<file path="config.mk">
export PLATFORM = sky130hd
export DESIGN_NAME = dual_interval_timer_registers
export DESIGN_NICKNAME = d
export VERILOG_FILES = /design/src/hdl/dit_pkg.sv /design/src/hdl/dit_in_stage.sv /design/src/hdl/dit_timer.sv /design/src/hdl/dual_interval_timer_registers.sv
export SDC_FILE = /design/constraint.sdc
export NUM_CORES = 1
export LEC_CHECK = 0
export BUFFER_PORTS_ARGS = -buffer_cell sky130_fd_sc_hd__buf_2
export CAP_MARGIN = 20
export CELL_PAD_IN_SITES_DETAIL_PLACEMENT = 1
export CELL_PAD_IN_SITES_GLOBAL_PLACEMENT = 1
export CORE_MARGIN = 3
export CORE_UTILIZATION = 43
export CTS_CLUSTER_DIAMETER = 150
export CTS_CLUSTER_SIZE = 25
export DETAILED_ROUTE_END_ITERATION = 8
export PLACE_DENSITY_LB_ADDON = 0.1
export SETUP_SLACK_MARGIN = 0.05
export SYNTH_ARGS = -nofsm -noshare
export SYNTH_HDL_FRONTEND = slang
export SYNTH_SLANG_ARGS = --single-unit
</file>
<file path="constraint.sdc">
create_clock -name clk -period 9.79 [get_ports clk]
set_input_delay 1.958 -clock clk [delete_from_list [all_inputs] [get_ports clk]]
set_output_delay 1.958 -clock clk [all_outputs]
set_load 0.02 [all_outputs]
</file>
<file path="src/hdl/dit_pkg.sv">
package dit_pkg;

  typedef enum logic [1:0] {
    CMD_WRITE   = 2'd0,
    CMD_READ    = 2'd1,
    CMD_ADVANCE = 2'd2,
    CMD_ACK     = 2'd3
  } cmd_t;

  localparam logic [3:0] ADDR_PORT_A = 4'h0;
  localparam logic [3:0] ADDR_PORT_B = 4'h1;
  localparam logic [3:0] ADDR_DDR_A  = 4'h2;
  localparam logic [3:0] ADDR_DDR_B  = 4'h3;
  localparam logic [3:0] ADDR_TA_LO  = 4'h4;
  localparam logic [3:0] ADDR_TA_HI  = 4'h5;
  localparam logic [3:0] ADDR_TB_LO  = 4'h6;
  localparam logic [3:0] ADDR_TB_HI  = 4'h7;
  localparam logic [3:0] ADDR_SDR    = 4'hc;
  localparam logic [3:0] ADDR_ICR    = 4'hd;
  localparam logic [3:0] ADDR_CRA    = 4'he;
  localparam logic [3:0] ADDR_CRB    = 4'hf;

  localparam logic [15:0] COUNT_RESET = 16'hffff;
  localparam logic [7:0]  PORT_A_CHIP0 = 8'hff;
  localparam logic [7:0]  PORT_A_CHIP1 = 8'hd0;
  localparam logic [7:0]  PORT_B_CHIP0 = 8'hff;

  localparam int CTRL_START   = 0;
  localparam int CTRL_ONESHOT = 3;
  localparam int CTRL_LOAD    = 4;
  localparam int ICR_SET      = 7;

  typedef struct packed {
    logic [15:0] advance_cycles;
    logic [7:0]  write_data;
    logic [3:0]  address;
    logic        chip;
    cmd_t        command;
  } item_t;

  typedef struct packed {
    logic        adv;
    logic [15:0] cycles;
    logic        wr_lo;
    logic        wr_hi;
    logic        wr_ctrl;
    logic        wr_ien;
    logic        ack;
    logic [7:0]  data;
  } timer_cmd_t;

  typedef struct packed {
    logic [15:0] count;
    logic [7:0]  control;
    logic        triggered;
    logic        fire;
    logic [15:0] count_nxt;
    logic        running_nxt;
  } timer_stat_t;

  typedef struct packed {
    logic        expiry_valid;
    logic [15:0] next_expiry;
    logic        interrupt_pending;
    logic [7:0]  read_data;
  } result_t;

endpackage

</file>
<file path="src/hdl/dit_in_stage.sv">
module dit_in_stage (
  input  logic            clk,
  input  logic            rst_n,
  input  logic            in_tvalid,
  output logic            in_tready,
  input  logic [31:0]     in_tdata,
  input  logic [2:0]      in_tuser,
  input  logic            take,
  output dit_pkg::item_t  item,
  output logic            item_valid
);

  logic           valid_r;
  dit_pkg::item_t item_r;

  assign in_tready  = !valid_r || take;
  assign item       = item_r;
  assign item_valid = valid_r;

  always_ff @(posedge clk) begin
    if (!rst_n) begin
      valid_r <= 1'b0;
    end else if (in_tready) begin
      valid_r <= in_tvalid;
    end
  end

  always_ff @(posedge clk) begin
    if (in_tvalid && in_tready) begin
      item_r.command        <= dit_pkg::cmd_t'(in_tuser[1:0]);
      item_r.chip           <= in_tuser[2];
      item_r.address        <= in_tdata[3:0];
      item_r.write_data     <= in_tdata[11:4];
      item_r.advance_cycles <= in_tdata[27:12];
    end
  end

endmodule

</file>
<file path="src/hdl/dit_timer.sv">
module dit_timer (
  input  logic                  clk,
  input  logic                  rst_n,
  input  dit_pkg::timer_cmd_t   cmd,
  output dit_pkg::timer_stat_t  stat
);

  logic [15:0] count_r, count_nxt;
  logic [15:0] latch_r, latch_nxt;
  logic [7:0]  ctrl_r, ctrl_nxt;
  logic        ien_r, ien_nxt;
  logic        trig_r, trig_nxt;
  logic        expire;
  logic        fire;

  always_comb begin
    count_nxt = count_r;
    latch_nxt = latch_r;
    ctrl_nxt  = ctrl_r;
    ien_nxt   = ien_r;
    trig_nxt  = trig_r;
    expire    = cmd.adv && ctrl_r[dit_pkg::CTRL_START] && !(count_r > cmd.cycles);
    fire      = expire && ien_r;

    if (cmd.adv && ctrl_r[dit_pkg::CTRL_START]) begin
      if (expire) begin
        count_nxt = latch_r;
        if (ien_r) begin
          trig_nxt = 1'b1;
        end
        if (ctrl_r[dit_pkg::CTRL_ONESHOT]) begin
          ctrl_nxt[dit_pkg::CTRL_START] = 1'b0;
        end
      end else begin
        count_nxt = count_r - cmd.cycles;
      end
    end
    if (cmd.wr_lo) begin
      latch_nxt[7:0] = cmd.data;
    end
    if (cmd.wr_hi) begin
      latch_nxt[15:8] = cmd.data;
      if (!ctrl_r[dit_pkg::CTRL_START]) begin
        count_nxt = {cmd.data, latch_r[7:0]};
      end
    end
    if (cmd.wr_ctrl) begin
      ctrl_nxt = cmd.data;
      ctrl_nxt[dit_pkg::CTRL_LOAD] = 1'b0;
      if (cmd.data[dit_pkg::CTRL_LOAD]) begin
        count_nxt = latch_r;
      end
    end
    if (cmd.wr_ien) begin
      ien_nxt = cmd.data[dit_pkg::ICR_SET];
    end
    if (cmd.ack) begin
      trig_nxt = 1'b0;
    end
  end

  always_ff @(posedge clk) begin
    if (!rst_n) begin
      count_r <= dit_pkg::COUNT_RESET;
      latch_r <= dit_pkg::COUNT_RESET;
      ctrl_r  <= '0;
      ien_r   <= 1'b0;
      trig_r  <= 1'b0;
    end else begin
      count_r <= count_nxt;
      latch_r <= latch_nxt;
      ctrl_r  <= ctrl_nxt;
      ien_r   <= ien_nxt;
      trig_r  <= trig_nxt;
    end
  end

  assign stat.count       = count_r;
  assign stat.control     = ctrl_r;
  assign stat.triggered   = trig_r;
  assign stat.fire        = fire;
  assign stat.count_nxt   = count_nxt;
  assign stat.running_nxt = ctrl_nxt[dit_pkg::CTRL_START];

  a_load_bit_clear: assert property (@(posedge clk) disable iff (!rst_n)
    !ctrl_r[dit_pkg::CTRL_LOAD])
    else $error("load bit stored in control register");

  a_fire_sets_trigger: assert property (@(posedge clk) disable iff (!rst_n)
    fire |=> trig_r)
    else $error("expiry with interrupt enabled did not set trigger");

endmodule

</file>
<file path="src/hdl/dual_interval_timer_registers.sv">
// Register block of up to two interface-adapter chips, each with two 16-bit
// down-counting timers. Items carry a bus write, a bus read, a time advance or
// an interrupt acknowledge, and every item gives exactly one result item with
// the read byte, the acknowledge outcome, the nearest expiry and a status bit.
// The block takes one item per clock cycle as long as results are taken. Each
// item waits in the input register until the result register is free or being
// read; then all timers update in parallel (subtract, compare and reload) and
// the result register is loaded together with them. The input register lets
// one new item in while a result still waits to be taken.
module dual_interval_timer_registers #(
  parameter int NUM_CHIPS = 2
) (
  input  logic        clk,
  input  logic        rst_n,
  input  logic        in_tvalid,
  output logic        in_tready,
  input  logic [31:0] in_tdata,   // address, write_data, advance_cycles
  input  logic [2:0]  in_tuser,   // command, chip
  output logic        out_tvalid,
  input  logic        out_tready,
  output logic [31:0] out_tdata,  // read_data, interrupt_pending, next_expiry, expiry_valid
  output logic [0:0]  out_tuser   // status
);

  localparam int NUM_TIMERS = 2 * NUM_CHIPS;

  dit_pkg::item_t       item;
  logic                 item_valid;
  logic                 take;
  dit_pkg::timer_cmd_t  tcmd [NUM_TIMERS];
  dit_pkg::timer_stat_t tstat [NUM_TIMERS];

  logic [7:0]           serial_r [NUM_CHIPS];
  logic [1:0]           flags_r  [NUM_CHIPS];
  logic [NUM_CHIPS-1:0] chip_sel;

  logic                 chip_ok;
  logic                 op_wr;
  logic                 op_rd;
  logic                 op_adv;
  logic                 op_ack;
  logic                 wr_bad;
  logic                 rd_bad;
  logic [7:0]           rd_val;
  logic [15:0]          sel_count;
  logic [7:0]           sel_serial;
  logic [1:0]           sel_flags;
  logic [7:0]           sel_ctrl;
  logic                 pend;
  logic [16:0]          best;

  logic                 out_valid_r;
  dit_pkg::result_t     res_r, res_nxt;
  logic                 status_r, status_nxt;

  dit_in_stage u_in (
    .clk        (clk),
    .rst_n      (rst_n),
    .in_tvalid  (in_tvalid),
    .in_tready  (in_tready),
    .in_tdata   (in_tdata),
    .in_tuser   (in_tuser),
    .take       (take),
    .item       (item),
    .item_valid (item_valid)
  );

  assign take    = item_valid && (!out_valid_r || out_tready);
  assign chip_ok = (NUM_CHIPS > 1) || !item.chip;
  assign op_adv  = take && (item.command == dit_pkg::CMD_ADVANCE);
  assign op_wr   = take && chip_ok && (item.command == dit_pkg::CMD_WRITE);
  assign op_rd   = take && chip_ok && (item.command == dit_pkg::CMD_READ);
  assign op_ack  = take && chip_ok && (item.command == dit_pkg::CMD_ACK);

  always_comb begin
    for (int c = 0; c < NUM_CHIPS; c++) begin
      chip_sel[c] = (item.chip == 1'(c));
    end
  end

  always_comb begin
    unique case (item.address) inside
      dit_pkg::ADDR_PORT_A, dit_pkg::ADDR_DDR_A, dit_pkg::ADDR_DDR_B,
      dit_pkg::ADDR_TA_LO, dit_pkg::ADDR_TA_HI, dit_pkg::ADDR_TB_LO,
      dit_pkg::ADDR_TB_HI, dit_pkg::ADDR_SDR, dit_pkg::ADDR_ICR,
      dit_pkg::ADDR_CRA, dit_pkg::ADDR_CRB: wr_bad = 1'b0;
      default: wr_bad = 1'b1;
    endcase
  end

  genvar g;
  generate
    for (g = 0; g < NUM_TIMERS; g++) begin : g_timer
      localparam int CH = g / 2;
      localparam logic [3:0] LO_ADDR = (g % 2 == 1) ? dit_pkg::ADDR_TB_LO : dit_pkg::ADDR_TA_LO;
      localparam logic [3:0] HI_ADDR = (g % 2 == 1) ? dit_pkg::ADDR_TB_HI : dit_pkg::ADDR_TA_HI;
      localparam logic [3:0] CR_ADDR = (g % 2 == 1) ? dit_pkg::ADDR_CRB : dit_pkg::ADDR_CRA;
      logic wr_here;

      assign wr_here = op_wr && chip_sel[CH];

      assign tcmd[g].adv     = op_adv;
      assign tcmd[g].cycles  = item.advance_cycles;
      assign tcmd[g].data    = item.write_data;
      assign tcmd[g].wr_lo   = wr_here && (item.address == LO_ADDR);
      assign tcmd[g].wr_hi   = wr_here && (item.address == HI_ADDR);
      assign tcmd[g].wr_ctrl = wr_here && (item.address == CR_ADDR);
      assign tcmd[g].wr_ien  = wr_here && (item.address == dit_pkg::ADDR_ICR)
                               && item.write_data[g % 2];
      assign tcmd[g].ack     = op_ack && chip_sel[CH];

      dit_timer u_timer (
        .clk   (clk),
        .rst_n (rst_n),
        .cmd   (tcmd[g]),
        .stat  (tstat[g])
      );
    end

    for (g = 0; g < NUM_CHIPS; g++) begin : g_chip
      always_ff @(posedge clk) begin
        if (!rst_n) begin
          serial_r[g] <= '0;
          flags_r[g]  <= '0;
        end else begin
          if (op_wr && chip_sel[g] && (item.address == dit_pkg::ADDR_SDR)) begin
            serial_r[g] <= item.write_data;
          end
          if (op_rd && chip_sel[g] && (item.address == dit_pkg::ADDR_ICR)) begin
            flags_r[g] <= '0;
          end else if (op_adv) begin
            flags_r[g] <= flags_r[g] | {tstat[2*g+1].fire, tstat[2*g].fire};
          end
        end
      end
    end
  endgenerate

  always_comb begin
    sel_count  = '0;
    sel_serial = '0;
    sel_flags  = '0;
    sel_ctrl   = '0;
    pend       = 1'b0;
    for (int c = 0; c < NUM_CHIPS; c++) begin
      if (chip_sel[c]) begin
        sel_count  = tstat[2*c].count;
        sel_serial = serial_r[c];
        sel_flags  = flags_r[c];
        sel_ctrl   = tstat[2*c].control;
        pend       = tstat[2*c].triggered || tstat[2*c+1].triggered;
      end
    end
  end

  always_comb begin
    rd_val = '0;
    rd_bad = 1'b0;
    unique case (item.address)
      dit_pkg::ADDR_PORT_A: rd_val = item.chip ? dit_pkg::PORT_A_CHIP1 : dit_pkg::PORT_A_CHIP0;
      dit_pkg::ADDR_PORT_B: begin
        if (item.chip) begin
          rd_bad = 1'b1;
        end else begin
          rd_val = dit_pkg::PORT_B_CHIP0;
        end
      end
      dit_pkg::ADDR_TA_LO: rd_val = sel_count[7:0];
      dit_pkg::ADDR_TA_HI: rd_val = sel_count[15:8];
      dit_pkg::ADDR_SDR:   rd_val = sel_serial;
      dit_pkg::ADDR_ICR:   rd_val = {(sel_flags != 2'b00), 5'b0, sel_flags};
      dit_pkg::ADDR_CRA:   rd_val = sel_ctrl;
      default:             rd_bad = 1'b1;
    endcase
  end

  always_comb begin
    best = 17'h10000;
    for (int t = 0; t < NUM_TIMERS; t++) begin
      if (tstat[t].running_nxt && ({1'b0, tstat[t].count_nxt} < best)) begin
        best = {1'b0, tstat[t].count_nxt};
      end
    end
  end

  always_comb begin
    res_nxt.read_data         = (op_rd && !rd_bad) ? rd_val : 8'h00;
    res_nxt.interrupt_pending = op_ack && pend;
    res_nxt.expiry_valid      = !best[16];
    res_nxt.next_expiry       = best[16] ? 16'h0000 : best[15:0];
    status_nxt                = (take && !op_adv && !chip_ok) || (op_wr && wr_bad)
                                || (op_rd && rd_bad);
  end

  always_ff @(posedge clk) begin
    if (!rst_n) begin
      out_valid_r <= 1'b0;
    end else if (take) begin
      out_valid_r <= 1'b1;
    end else if (out_tready) begin
      out_valid_r <= 1'b0;
    end
  end

  always_ff @(posedge clk) begin
    if (take) begin
      res_r    <= res_nxt;
      status_r <= status_nxt;
    end
  end

  assign out_tvalid = out_valid_r;
  assign out_tdata  = {6'b0, res_r};
  assign out_tuser  = status_r;

  a_expiry_zero: assert property (@(posedge clk) disable iff (!rst_n)
    (out_valid_r && !res_r.expiry_valid) |-> (res_r.next_expiry == 16'h0000))
    else $error("next expiry not zero with no timer running");

  a_error_clean: assert property (@(posedge clk) disable iff (!rst_n)
    (out_valid_r && status_r) |-> (res_r.read_data == 8'h00 && !res_r.interrupt_pending))
    else $error("error result carries data");

  a_item_held: assert property (@(posedge clk) disable iff (!rst_n)
    (item_valid && !take) |=> item_valid)
    else $error("stalled item dropped from input register");

endmodule

</file>
=== Yosys cells after proc, flatten, opt, wreduce, memory -nomap -nowiden ===
Memory sizes are Yosys's and may differ from the RTL's.
Index checks and enable logic that the tools add are counted.

* Memory bits (writable): 20
* Memories: 2
* Input port bits: 39
* Output and inout port bits: 35
* Register bits after elaboration: 218

* Reductions and logical operators: 78
* Order comparisons: 7
* Bitwise gates (word level): 10
* Equal/unequal tests: 14
* Multiplexer cells: 83
* Add/sub/neg operators: 4

{| class="wikitable"
|+ Memories
! memory !! depth !! bits a word !! rd ports !! clocked after memory_dff !! write ports !! RTL line !! text
|-
| serial_r || 2 || 8 || 2 || 0 || 2 || dual_interval_timer_registers.sv:33 || <nowiki>logic [7:0] serial_r [NUM_CHIPS];</nowiki>
|-
| flags_r || 2 || 2 || 2 || 0 || 2 || dual_interval_timer_registers.sv:34 || <nowiki>logic [1:0] flags_r [NUM_CHIPS];</nowiki>
|}

{| class="wikitable"
|+ Operators by type and width
! kind !! number
|-
| $mux W16 || 25
|-
| $mux W17 || 4
|-
| $gt A16 B16 Y1 || 4
|-
| $sub A16 B16 Y16 || 4
|-
| $pmux W8 S7 || 1
|-
| $logic_and A1 B1 Y1 || 53
|-
| $lt A16 B17 Y1 || 3
|-
| $mux W1 || 41
|-
| $mux W8 || 5
|-
| $eq A4 B3 Y1 const B || 4
|-
| $eq A4 B4 Y1 const B || 4
|-
| $reduce_and A3 Y1 || 4
|-
| $reduce_or A11 Y1 || 1
|-
| $mux W2 || 5
|-
| $eq A4 B2 Y1 const B || 2
|-
| $logic_not A1 Y1 || 8
|-
| $mux W6 || 1
|-
| $or A1 B1 Y1 || 6
|-
| $reduce_or A6 Y1 || 1
|-
| $logic_or A1 B1 Y1 || 5
|-
| $eq A2 B2 Y1 const B || 2
|-
| $eq A4 B1 Y1 const B || 1
|-
| $logic_not A4 Y1 || 1
|-
| $or A2 B2 Y2 || 2
|-
| other kinds (6) || 9
|}

=== Depth between registers and ports, before layout ===
Gate-level depths: netlist (run 1).

* Depth in word-level cells: 23
* Mapped depth: 51
* Gate-level depth less buffers: 46

=== Modules after synthesis ===
Synthesis (run 1) repeated with hierarchy kept, for this count alone.

* Cells, all modules: 2066
* Area total of the unflattened synthesis: 17450.5 um^2

{| class="wikitable"
|+ Modules (own cells, without submodules)
! module !! area each (um^2) !! cells each !! times used
|-
| dit_timer (g_timer[0].u_timer ...) || 3079.2 || 390 || 3
|-
| dual_interval_timer_registers || 4430.5 || 510 || 1
|-
| dit_timer (g_timer[3].u_timer) || 2793.9 || 350 || 1
|-
| dit_in_stage || 988.4 || 36 || 1
|}

=== Worst setup path before layout (run 1) ===
OpenSTA, ideal clock, no wires.

* Path kind: input to register
* Start point: input out_tready
* End point: register res_r (netlist bit out_tdata[24]), data pin
* Cell stages on the path: 45
* Data required time: 9.516 ns
* Library setup time: 0.274 ns
* Buffers on the path: 7
* Setup slack: 0.024 ns
* Data arrival time: 9.493 ns
* Path through: nor2b_1 buf_2 nor4_4 nor3b_1 a21bo_2 nand2_1 clkbuf_1 clkbuf_1 nand2_1 ha_1 a21o_1 a21o_1 a211o_1 a2bb2oi_1 a22oi_1 nand2b_1 nor2b_1 buf_6 [... 9 more ...] a21o_1 a21oi_1 o21ai_0 nor2_1 nand2_1 buf_2 mux2i_1 ha_1 a21o_1 a21o_1 a21oi_1 nor2_1 a211oi_1 nor2_1 nor2_1 o31ai_4 buf_6 mux2i_1

* Word-level cells in the longest chain between the ends: 21
* Elaborated cells on any way between the ends: 68

{| class="wikitable"
|+ RTL lines
! element !! RTL line !! text
|-
| start, declared || dual_interval_timer_registers.sv:20 || <nowiki>input logic out_tready,</nowiki>
|-
| $logic_or A1 B1 Y1 * || dual_interval_timer_registers.sv:68 || <nowiki>assign take = item_valid && (!out_valid_r || out_tready);</nowiki>
|-
| $logic_and A1 B1 Y1 * || dual_interval_timer_registers.sv:68 ||
|-
| $logic_and A1 B1 Y1 || dual_interval_timer_registers.sv:70 || <nowiki>assign op_adv = take && (item.command == dit_pkg::CMD_ADVANCE);</nowiki>
|-
| $logic_and A1 B1 Y1 || dit_timer.sv:22, dit_timer.sv:25 ||
|-
| $logic_and A1 B1 Y1 || dit_timer.sv:22 || <nowiki>expire = cmd.adv && ctrl_r[dit_pkg::CTRL_START] && !(count_r > cmd.cycles);</nowiki>
|-
| $mux W16 || dit_timer.sv:26 || <nowiki>if (expire) begin</nowiki>
|-
| $mux W16 || dit_timer.sv:25 || <nowiki>if (cmd.adv && ctrl_r[dit_pkg::CTRL_START]) begin</nowiki>
|-
| $mux W16 || dit_timer.sv:43 || <nowiki>if (!ctrl_r[dit_pkg::CTRL_START]) begin</nowiki>
|-
| [... 5 more ...] || - ||
|-
| $logic_and A1 B1 Y1 || dual_interval_timer_registers.sv:180 || <nowiki>if (tstat[t].running_nxt && ({1'b0, tstat[t].count_nxt} < best)) begin</nowiki>
|-
| $mux W17 || dual_interval_timer_registers.sv:180 ||
|-
| $lt A16 B17 Y1 || dual_interval_timer_registers.sv:180 ||
|-
| $logic_and A1 B1 Y1 || dual_interval_timer_registers.sv:180 ||
|-
| $mux W17 || dual_interval_timer_registers.sv:180 ||
|-
| $lt A16 B17 Y1 || dual_interval_timer_registers.sv:180 ||
|-
| $logic_and A1 B1 Y1 || dual_interval_timer_registers.sv:180 ||
|-
| $mux W17 * || dual_interval_timer_registers.sv:180 ||
|-
| end signal, assigned || dual_interval_timer_registers.sv:207 || <nowiki>res_r <= res_nxt;</nowiki>
|-
| end, declared || dual_interval_timer_registers.sv:53 || <nowiki>dit_pkg::result_t res_r, res_nxt;</nowiki>
|}

Every way passes the cells marked *; elsewhere a longest branch is shown, timed or not.
A chain may end at the register's enable or synchronous reset.

=== Final worst setup path (run 1) ===
* Start point: input out_tready
* End point: register res_r (netlist bit out_tdata[13]), data pin

* Elaborated cells on any way between the ends: 68

{| class="wikitable"
|+ RTL lines
! element !! RTL line !! text
|-
| $logic_or A1 B1 Y1 * || dual_interval_timer_registers.sv:68 ||
|-
| $logic_and A1 B1 Y1 * || dual_interval_timer_registers.sv:68 ||
|-
| $logic_and A1 B1 Y1 || dual_interval_timer_registers.sv:70 ||
|-
| $logic_and A1 B1 Y1 || dit_timer.sv:22, dit_timer.sv:25 ||
|-
| $logic_and A1 B1 Y1 || dit_timer.sv:22 ||
|-
| $mux W16 || dit_timer.sv:26 ||
|-
| $mux W16 || dit_timer.sv:25 ||
|-
| $mux W16 || dit_timer.sv:43 ||
|-
| [... 3 more ...] || - ||
|-
| named net g_timer[1].u_timer.count_nxt[9] || dit_timer.sv:8 || <nowiki>logic [15:0] count_r, count_nxt;</nowiki>
|-
| [... 1 more ...] || - ||
|-
| $logic_and A1 B1 Y1 || dual_interval_timer_registers.sv:180 ||
|-
| $mux W17 * || dual_interval_timer_registers.sv:180 ||
|-
| $lt A16 B17 Y1 || dual_interval_timer_registers.sv:180 ||
|-
| $logic_and A1 B1 Y1 || dual_interval_timer_registers.sv:180 ||
|-
| $mux W17 * || dual_interval_timer_registers.sv:180 ||
|-
| $lt A16 B17 Y1 || dual_interval_timer_registers.sv:180 ||
|-
| $logic_and A1 B1 Y1 || dual_interval_timer_registers.sv:180 ||
|-
| $mux W17 * || dual_interval_timer_registers.sv:180 ||
|}

The timed path passes the listed nets; every way through them passes the cells marked *.

==> results of run 1 <==
-- registers in the layout, summed over array words and instances, names as in the netlist --
name and count:
g_timer.u_timer.latch_r 64, g_timer.u_timer.ien_r 4, g_timer.u_timer.ctrl_r 18, u_in.item 31, u_in.item_valid 1, flags_r 4, out_tuser 1, serial_r 16
g_timer.u_timer.trig_r 4, out_tvalid 1, g_timer.u_timer.count_r 64, out_tdata 26
-- worst paths after layout --
check                          startpoint                            to  slack [ns]  cells past startpoint
max                            out_tready                 out_tdata[13]        0.46                     48
min          g_timer[0].u_timer.ctrl_r[2]  g_timer[0].u_timer.ctrl_r[2]        0.46                      2
max reg2reg                 u_in.item[15]                 out_tdata[13]        0.57                     47
min reg2reg  g_timer[0].u_timer.ctrl_r[2]  g_timer[0].u_timer.ctrl_r[2]        0.46                      2
-- critical path: cells and delay by family --
| family | cells | cell delay [ns] |
|---|---|---|
| adders and majority gates | 3 | 0.69 |
| and+or+nand+nor | 10 | 1.66 |
| AOI/OAI and AO/OA | 21 | 3.12 |
| muxes | 3 | 0.50 |
| buffers and inverters | 11 | 1.60 |
-- stage by stage --
step / hold WS (ns) / cells / utilization / setup TNS (ns) / power (mW)
3_3_place_gp: 0.4373 / 2446 / 0.4961 / -3.675 / 1.334
5_1_grt: 0.4888 / 2474 / 0.5123 / 0 / 2.012
6_report: 0.4646 / 2474 / 0.5123 / 0 / 1.942
4_1_cts: 0.4642 / 2467 / 0.5067 / 0 / 1.946
2_1_floorplan: 0.4256 / 1819 / - / 0 / 1.229
3_5_place_dp: 0.4500 / 2446 / 0.4961 / -5.898 / 1.341
-- logic make-up after synthesis --
family          count (synthesis)  synth area share
compound gates                465            0.2052
xor+xnor                       46           0.02651
fa+ha+maj                     111           0.09337
buf+inv                       175           0.04636
flops                         234            0.3597
mux                            80           0.05377
other cells                     1         0.0002468
simple gates                  702            0.2149
-- routing by layer --
metal | vias to the layer above | global-route usage
met3 | 87 | 0.02850
met1 | 7380 | 0.4557
met5 | - | 0
li1 | 6951 | -
met4 | 0 | 0.1037
met2 | 474 | 0.5040
-- power groups by stage --
stage                     sequential (mW)  clock [mW]  combinational, mW
final                                1.04       0.612              0.295
after floorplan                      1.05           0              0.174
after CTS                            1.03       0.625              0.286
after global placement               1.06           0              0.278
after detailed placement             1.06           0              0.284
after global routing                 1.04       0.659              0.317
-- what timing repair did --
item / 4_1_cts / 5_1_grt
buffers inserted: 0 / 5
hold endpoints to repair: 0 / 0
endpoints found under the setup margin: 0 / 16
gates resized for setup: 0 / 44
-- synthesized netlist by cell type, types with 12 or more instances --
cell | n | area share
o21a_1 | 23 | 0.011
clkbuf_1 | 68 | 0.017
a31oi_1 | 16 | 0.0066
a21o_1 | 43 | 0.021
xor2_1 | 14 | 0.0081
or2_2 | 17 | 0.0070
nand4_1 | 31 | 0.013
nand3_1 | 76 | 0.025
nand2_1 | 283 | 0.070
and2_1 | 21 | 0.0086
and3_1 | 16 | 0.0066
ha_1 | 107 | 0.088
edfxtp_1 | 78 | 0.15
dfxtp_1 | 156 | 0.21
inv_1 | 87 | 0.021
o22ai_1 | 24 | 0.0099
mux2i_1 | 69 | 0.045
a21oi_1 | 124 | 0.041
a211oi_1 | 12 | 0.0059
nor2_1 | 137 | 0.034
a221oi_1 | 15 | 0.0086
xnor2_1 | 32 | 0.018
nor3_1 | 36 | 0.012
nand2b_1 | 26 | 0.011
o21ai_0 | 68 | 0.022
nor4_1 | 13 | 0.0054
nor2b_1 | 14 | 0.0058
a22oi_1 | 27 | 0.013
-- area by class of cell --
type / count / share of cell area
well taps: 455 / 0.03201
clock buffers: 20 / 0.01977
flip-flops and latches: 234 / 0.3073
clock inverters: 1 / 0.0009147
inverters: 89 / 0.01963
repair buffers: 265 / 0.1047
multi-input cells: 1410 / 0.5157
==> reports/metrics.cfg, run 1 <==
[setup_path]
timing.critical_path.slowest_cell_delay_ns=0.32
slowest_stage=ha_1
cp-start-kind=input pin
end_kind=flip-flop
crit_top_cell=a21o_1
crit_arrival_ns=9.57
cp.required_ns=10.03
crit_type=in -> reg
cp_max_fo=8

[timing]
slew_headroom=0.3927
fin_crit_ns=9.331
fin_ws_ns=0.4593
setup_viol=0
rsz0062_at_grt=no
clock_skew_ns=0.02940
fmax_mhz=107.2
maxSlewViolCount=0
hold_viol=0
worst_pin_slew_ns=0.9027
finalCritPeriodShare=0.9531

[route]
routedWlPerCell_um=25.01
routed-wl-met2_um=27450
routed-via-count=14890
dr.pass1.iters=6
top_layer_used=met4
wl_met1_um=28380
post_drt_via_cell_ratio=6.019
postRouteAntennaNets=0
drc=0
drt_wl_total_um=61890
drt_iter0_markers=1262
wl_met3_um=3763

[clocking]
worstSkewPairLatency_ns=0.50
htreeDepth=1
cts_root_buffer=clkbuf_16
cts_tree=yes
clk_pin_slew_worst_paths_ns=0.10
cts_hold_buf=0
cts_sinks=234
numCtsBuffers=13
cts.path.max_buffers=3

[synthesis]
synthArstFlopShare=0
synth_cells=1814
synth_seq_cells=234
yosys_warnings=0
synth.avg_cell_area_um2=8.377
synthFlopType=dfxtp_1
synth.yosys.seq_area_share=0.3597
synth_edf_count=78
synth_area_um2=15200
ys_types=88

[finish]
drive_gt1_frac=0.1704
n_antenna_cell=0
register_area_um2=5465
final_common_cell=nand2_1
fin_nets=2163
multi_input_area_um2=9170
area_delta_synth_final_pct=17.03
n_fill_cell=4203
final_cell_mix=nand2_1 (282), buf_4 (197), dfxtp_1 (156)
final_area_um2=17780

[placed_design]
dpl_cell_area_um2=17220
dp.final_hpwl_um=47830
portBuffers=63
gp_congestion=0.9860
place_worst_setup_slack_ns=-0.4180

[floorplanning]
io_pins=74
coreArea_um2=34710
die_x_um=194.0
die-area_um2=37630
die_y_um=194.0
initial_core_util=0.4378
rows=68

[grt]
grt_overflow_total=0
grt_max_degree=69
grt.total_usage=0.3168
grt_pass1_vias=14980
antenna_found_initial=1
grt_pass1_wl_um=92270

[pwr]
p_int_mw=1.378
power.share.sequential=0.533
p_leak_nw=7.318
swShare=0.2907
p_per_area_nw_per_um2=109.2
clkPwrFrac=0.315
ir_drop_mv=0.1164
pwr-share-comb=0.152
p_sw_uw=564.6

[run]
max_cap_viol_count=0

[run_status]
status=finished, final reports clean

[hold_path]
min-delay-path-class=reg -> reg

(Power assumes the default switching activity.)
==> run 2: changes to the inputs <==
Settings changed: RECOVER_POWER set to 50.
==> run 2 against run 1 <==
Against the previous run: combinational power about the same; the flow now finishes with violations (capacitance limit, slew limit); wire length about the same; critical endpoint unchanged; first-iteration DRC count down 3.6%.
==> reports/metrics.cfg, run 2 (synthesized netlist as in run 1, its figures left out) <==
[timing]
clock_skew_ns=0.02873  ; was 0.02940 ns
slew_headroom=-1.222  ; was 0.3927
fin_ws_ns=0.4704  ; was 0.4593 ns
fmax_mhz=107.3  ; was 107.2 MHz
maxSlewViolCount=192  ; was 0
fin_crit_ns=9.320  ; was 9.331 ns
finalCritPeriodShare=0.9520  ; was 0.9531
setup_viol=0  ; unchanged
worst_pin_slew_ns=3.333  ; was 0.9027 ns
hold_slack_ns=0.4672  ; was 0.4646 ns
hold_viol=0  ; unchanged

[run]
max_cap_viol_count=4  ; was 0

[finish]
area_delta_synth_final_pct=16.67  ; was 17.03%
n_antenna_cell=0  ; unchanged
final_cell_mix=nand2_1 (282), buf_4 (191), dfxtp_1 (156)  ; was nand2_1 (282), buf_4 (197), dfxtp_1 (156)
instances_no_fill=2474  ; unchanged
final_area_um2=17730  ; was 17,780 um^2
drive_gt1_frac=0.1535  ; was 0.1704
fin_nets=2163  ; unchanged
final_common_cell=nand2_1  ; unchanged

[route]
routed-via-count=14970  ; was 14,890
postRouteAntennaNets=0  ; unchanged
drt_iter0_markers=1217  ; was 1,262
wl_met1_um=28220  ; was 28,380 um
drt_wl_total_um=61830  ; was 61,890 um
top_layer_used=met4  ; unchanged
wl_met3_um=3902  ; was 3763 um
post_drt_via_cell_ratio=6.050  ; was 6.019
drc=0  ; unchanged
routed-wl-met2_um=27290  ; was 27,450 um
routedWlPerCell_um=24.99  ; was 25.01 um
dr.pass1.iters=7  ; was 6

[setup_path]
crit_type=in -> reg  ; unchanged
cp.required_ns=10.03  ; about the same
cp-start-kind=input pin  ; unchanged
cp_max_fo=8  ; unchanged
crit_top_cell=a21o_1  ; unchanged
slowest_stage=o21ai_0  ; was ha_1
crit_arrival_ns=9.56  ; was 9.57 ns
timing.critical_path.slowest_cell_delay_ns=0.48  ; was 0.32 ns
end_kind=flip-flop  ; unchanged

[floorplanning]
io_pins=74  ; unchanged
rows=68  ; unchanged
die_y_um=194.0  ; unchanged
die_x_um=194.0  ; unchanged
die-area_um2=37630  ; unchanged
coreArea_um2=34710  ; unchanged
initial_core_util=0.4378  ; unchanged

[clocking]
numCtsBuffers=13  ; unchanged
worstSkewPairLatency_ns=0.50  ; about the same
cts_sinks=234  ; unchanged
cts_root_buffer=clkbuf_16  ; unchanged
cts_tree=yes  ; unchanged
clk_pin_slew_worst_paths_ns=0.10  ; about the same
cts.path.max_buffers=3  ; unchanged
htreeDepth=1  ; unchanged

[placed_design]
portBuffers=63  ; unchanged
dp.final_hpwl_um=47830  ; unchanged
gp_congestion=0.9860  ; unchanged
dp.cells=2446  ; unchanged
dpl_cell_area_um2=17220  ; unchanged
place_worst_setup_slack_ns=-0.4180  ; unchanged

[pwr]
p_leak_nw=7.217  ; was 7.318 nW
p_per_area_nw_per_um2=109.3  ; was 109.2 nW/um^2
finalPower_mw=1.937  ; was 1.942 mW
ir_drop_mv=0.1162  ; was 0.1164 mV

[grt]
grt_max_degree=69  ; unchanged
grt.total_usage=0.3168  ; unchanged
antenna_found_initial=1  ; unchanged
grt_overflow_total=0  ; unchanged
grt_pass1_vias=14980  ; unchanged
grt_pass1_wl_um=92270  ; unchanged

[run_status]
status=finished, violations left  ; was finished, final reports clean
violations=capacitance limit, slew limit

[hold_path]
min-delay-path-class=reg -> reg  ; unchanged

-- run 2: critical path: cells and delay by family --
kind | cells | cell delay (ns)
mux | 3 | 0.50
fa+ha+maj | 3 | 0.76
compound gates | 20 | 3.51
simple gates | 7 | 1.43
buf+inv | 9 | 1.40
-- run 2: final cells by class --
type / count / area, um^2
clock buffers: 20 / 351.6
clock inverters: 1 / 16.27
fillers: 4220 / 16990
inverters: 89 / 349.1
multi-input cells: 1410 / 9170
flip-flops and latches: 234 / 5465
well taps: 455 / 569.3
repair buffers: 265 / 1807
-- run 2: report_power, final --
group          total, mW  internal, mW  switching [mW]
logic              0.293        0.0990           0.194
clock network      0.608         0.257           0.352
registers           1.04          1.02          0.0154
total               1.94          1.38           0.561
-- run 2: what timing repair did --
item / 4_1_cts / 5_1_grt
hold endpoints to repair: 0 / 0
gates resized for setup: 0 / 44
setup endpoints to repair: 0 / 16
hold buffers: 0 / 0
setup buffers: 0 / 5
-- run 2: routing by layer --
| layer | vias up | GRT usage |
|---|---|---|
| met1 | 7433 | 0.4557 |
| li1 | 6955 | - |
| met2 | 486 | 0.5040 |
| met5 | - | 0 |
| met3 | 94 | 0.02850 |
| met4 | 0 | 0.1037 |
-- run 2: path summary, 6_finish.rpt --
| check | slack [ns] | cells after the start | end | startpoint |
|---|---|---|---|---|
| max | 0.47 | 42 | out_tdata[13] | out_tready |
| min | 0.47 | 2 | g_timer[0].u_timer.ctrl_r[2] | g_timer[0].u_timer.ctrl_r[2] |
| max reg2reg | 0.64 | 47 | out_tdata[13] | u_in.item[21] |
| min reg2reg | 0.47 | 2 | g_timer[0].u_timer.ctrl_r[2] | g_timer[0].u_timer.ctrl_r[2] |
-- run 2: per-stage QoR --
step	setup TNS [ns]	utilization
5_1_grt	-0.005604	0.5107
6_report	0	0.5107
3_5_place_dp	-5.898	0.4961
2_1_floorplan	0	-
4_1_cts	0	0.5067
3_3_place_gp	-3.675	0.4961
==> run 3: changes to the inputs <==
==> constraint.sdc (replaced) <==
create_clock -name clk -period 9.79 [get_ports clk]
set_input_delay 0 -clock clk [delete_from_list [all_inputs] [get_ports clk]]
set_output_delay 0 -clock clk [all_outputs]
set_load 0.02 [all_outputs]
==> run 3 against run 2 <==
Against the previous run: wire length rose by 1.1%; hold slack got worse by 0.29 ns; sequential power barely moved; worst setup slack improved by 0.029 ns; critical endpoint is now out_tdata[24]; the flow still finishes with violations (capacitance limit, slew limit); global-route usage rose by 0.31 points; via count fell by 1.4%; die area did not move; sequential cell count did not move.
==> reports/metrics.cfg, run 3 (synthesized netlist as in run 1, its figures left out) <==
[run_status]
status=finished, violations left  ; unchanged
violations=capacitance limit, slew limit  ; unchanged

[pwr]
p_per_area_nw_per_um2=113.1  ; was 109.3 nW/um^2
ir_drop_mv=0.1442  ; was 0.1162 mV
p_leak_nw=6.898  ; was 7.217 nW
finalPower_mw=1.955  ; was 1.937 mW

[hold_path]
min-delay-path-class=in -> reg  ; was reg -> reg

[grt]
grt_overflow_total=0  ; unchanged
grt.total_usage=0.3199  ; was 0.3168
grt_max_degree=68  ; was 69
antenna_found_initial=0  ; was 1
grt_pass1_wl_um=92220  ; was 92,270 um
grt_pass1_vias=14650  ; was 14,980

[setup_path]
cp.required_ns=10.01  ; was 10.03 ns
cp-start-kind=flip-flop  ; was input pin
end_kind=flip-flop  ; unchanged
slowest_stage=edfxtp_1  ; was o21ai_0
cp_max_fo=6  ; was 8
crit_arrival_ns=9.51  ; was 9.56 ns
worstReg2RegEnd=out_tdata[24]  ; was out_tdata[13]
crit_end=out_tdata[24]  ; was out_tdata[13]
reg2reg_from=u_in.item[15]  ; was u_in.item[21]
timing.critical_path.slowest_cell_delay_ns=0.52  ; was 0.48 ns
crit_type=reg -> reg  ; was in -> reg
reg2reg_slack_ns=0.50  ; was 0.64 ns
crit_top_cell=a21o_1  ; unchanged
reg2reg_depth=45  ; was 47
cp-startpoint=u_in.item[15]  ; was out_tready

[route]
drc=0  ; unchanged
drt_wl_total_um=62530  ; was 61,830 um
postRouteAntennaNets=0  ; unchanged
routed-wl-met2_um=28120  ; was 27,290 um
drt_iter0_markers=1300  ; was 1,217
dr.pass1.iters=5  ; was 7
post_drt_via_cell_ratio=6.114  ; was 6.050
routed-via-count=14760  ; was 14,970
wl_met1_um=27590  ; was 28,220 um
wl_met3_um=4529  ; was 3902 um
top_layer_used=met4  ; unchanged
routedWlPerCell_um=25.90  ; was 24.99 um

[floorplanning]
coreArea_um2=34710  ; unchanged
io_pins=74  ; unchanged
initial_core_util=0.4378  ; unchanged
die_y_um=194.0  ; unchanged
die-area_um2=37630  ; unchanged
rows=68  ; unchanged
die_x_um=194.0  ; unchanged

[clocking]
worstSkewPairLatency_ns=0.52  ; was 0.50 ns
cts_sinks=234  ; unchanged
cts_root_buffer=clkbuf_16  ; unchanged
cts.path.max_buffers=3  ; unchanged
numCtsBuffers=13  ; unchanged
cts_tree=yes  ; unchanged
htreeDepth=1  ; unchanged
clk_pin_slew_worst_paths_ns=0.12  ; was 0.10 ns

[timing]
maxSlewViolCount=192  ; unchanged
setup_viol=0  ; unchanged
slew_headroom=-1.274  ; was -1.222
fin_crit_ns=9.290  ; was 9.320 ns
fin_ws_ns=0.4995  ; was 0.4704 ns
hold_viol=0  ; unchanged
worst_pin_slew_ns=3.411  ; was 3.333 ns
finalCritPeriodShare=0.9490  ; was 0.9520
setup_tns_ns=0  ; unchanged
fmax_mhz=107.6  ; was 107.3 MHz
clock_skew_ns=0.05540  ; was 0.02873 ns
hold_slack_ns=0.1799  ; was 0.4672 ns

[finish]
instances_no_fill=2414  ; was 2,474
final_cell_mix=nand2_1 (283), dfxtp_1 (156), nor2_1 (134)  ; was nand2_1 (282), buf_4 (191), dfxtp_1 (156)
fin_util=0.4980  ; was 0.5107
fin_nets=2102  ; was 2,163
area_delta_synth_final_pct=13.77  ; was 16.67%
final_common_cell=nand2_1  ; unchanged
drive_gt1_frac=0.1032  ; was 0.1535
final_area_um2=17290  ; was 17,730 um^2

[placed_design]
dp.cells=2347  ; was 2,446
portBuffers=63  ; unchanged
place_worst_setup_slack_ns=-0.03303  ; was -0.4180 ns
dpl_cell_area_um2=16480  ; was 17,220 um^2
dp.final_hpwl_um=47610  ; was 47,830 um
gp_congestion=0.9819  ; was 0.9860

[run]
max_cap_viol_count=4  ; unchanged

-- run 3: cell types whose count changed in the layout (fill, tap and decap cells not counted), sizes merged, moves of 2 or more --
cell         previous run  this run
inv                    86        88
clkbuf                 55        58
buf                   230       131
dlygate4sd3             0        34
clkinvlp                4         2
-- run 3: metal layers --
layer  global-route usage  vias up
met5                    0        -
met4               0.1000        0
met3              0.05630      101
met2               0.5114      534
met1               0.4427     7286
li1                     -     6837
-- run 3: worst min-delay path by stage --
stage | start | end | slack, ns | depth (start not counted)
floorplan | in_tuser[0] | u_in.item[0] | 0.1 | 0
global placement | in_tdata[25] | u_in.item[28] | 0.18 | 1
detailed placement | in_tdata[18] | u_in.item[21] | 0.18 | 1
CTS | in_tdata[10] | u_in.item[13] | 0.17 | 2
global route | in_tdata[10] | u_in.item[13] | 0.18 | 2
finish | in_tdata[10] | u_in.item[13] | 0.18 | 2
-- run 3: layout make-up --
| class | count | area, um^2 |
|---|---|---|
| clock inverter | 1 | 16.27 |
| timing repair buffer | 203 | 1413 |
| sequential | 234 | 5465 |
| antenna | 1 | 2.502 |
| fill | 4173 | 17430 |
| tap | 455 | 569.3 |
| clock buffer | 20 | 351.6 |
| inverter | 89 | 341.6 |
| multi-input combinational | 1411 | 9129 |
-- run 3: report_power, final --
group	total, mW	switching [mW]	internal (mW)
sequential	1.04	0.0151	1.02
combinational	0.301	0.196	0.105
clock	0.617	0.360	0.257
total	1.95	0.572	1.38
-- run 3: timing repair --
action                                  in CTS  in global routing
gates resized for setup                      1                 25
setup buffers                                0                  8
endpoints found under the setup margin      15                 16
hold buffers                                34                  0
cloned                                       0                  1
endpoints found under the hold margin       55                  0
-- run 3: critical path, delay by kind of cell, from the launching register on --
family / cells / cell delay, ns
fa+ha+maj: 5 / 1.48
mux: 3 / 0.60
simple gates: 10 / 1.58
flops: 1 / 0.52
compound gates: 21 / 4.00
buf+inv: 6 / 0.77
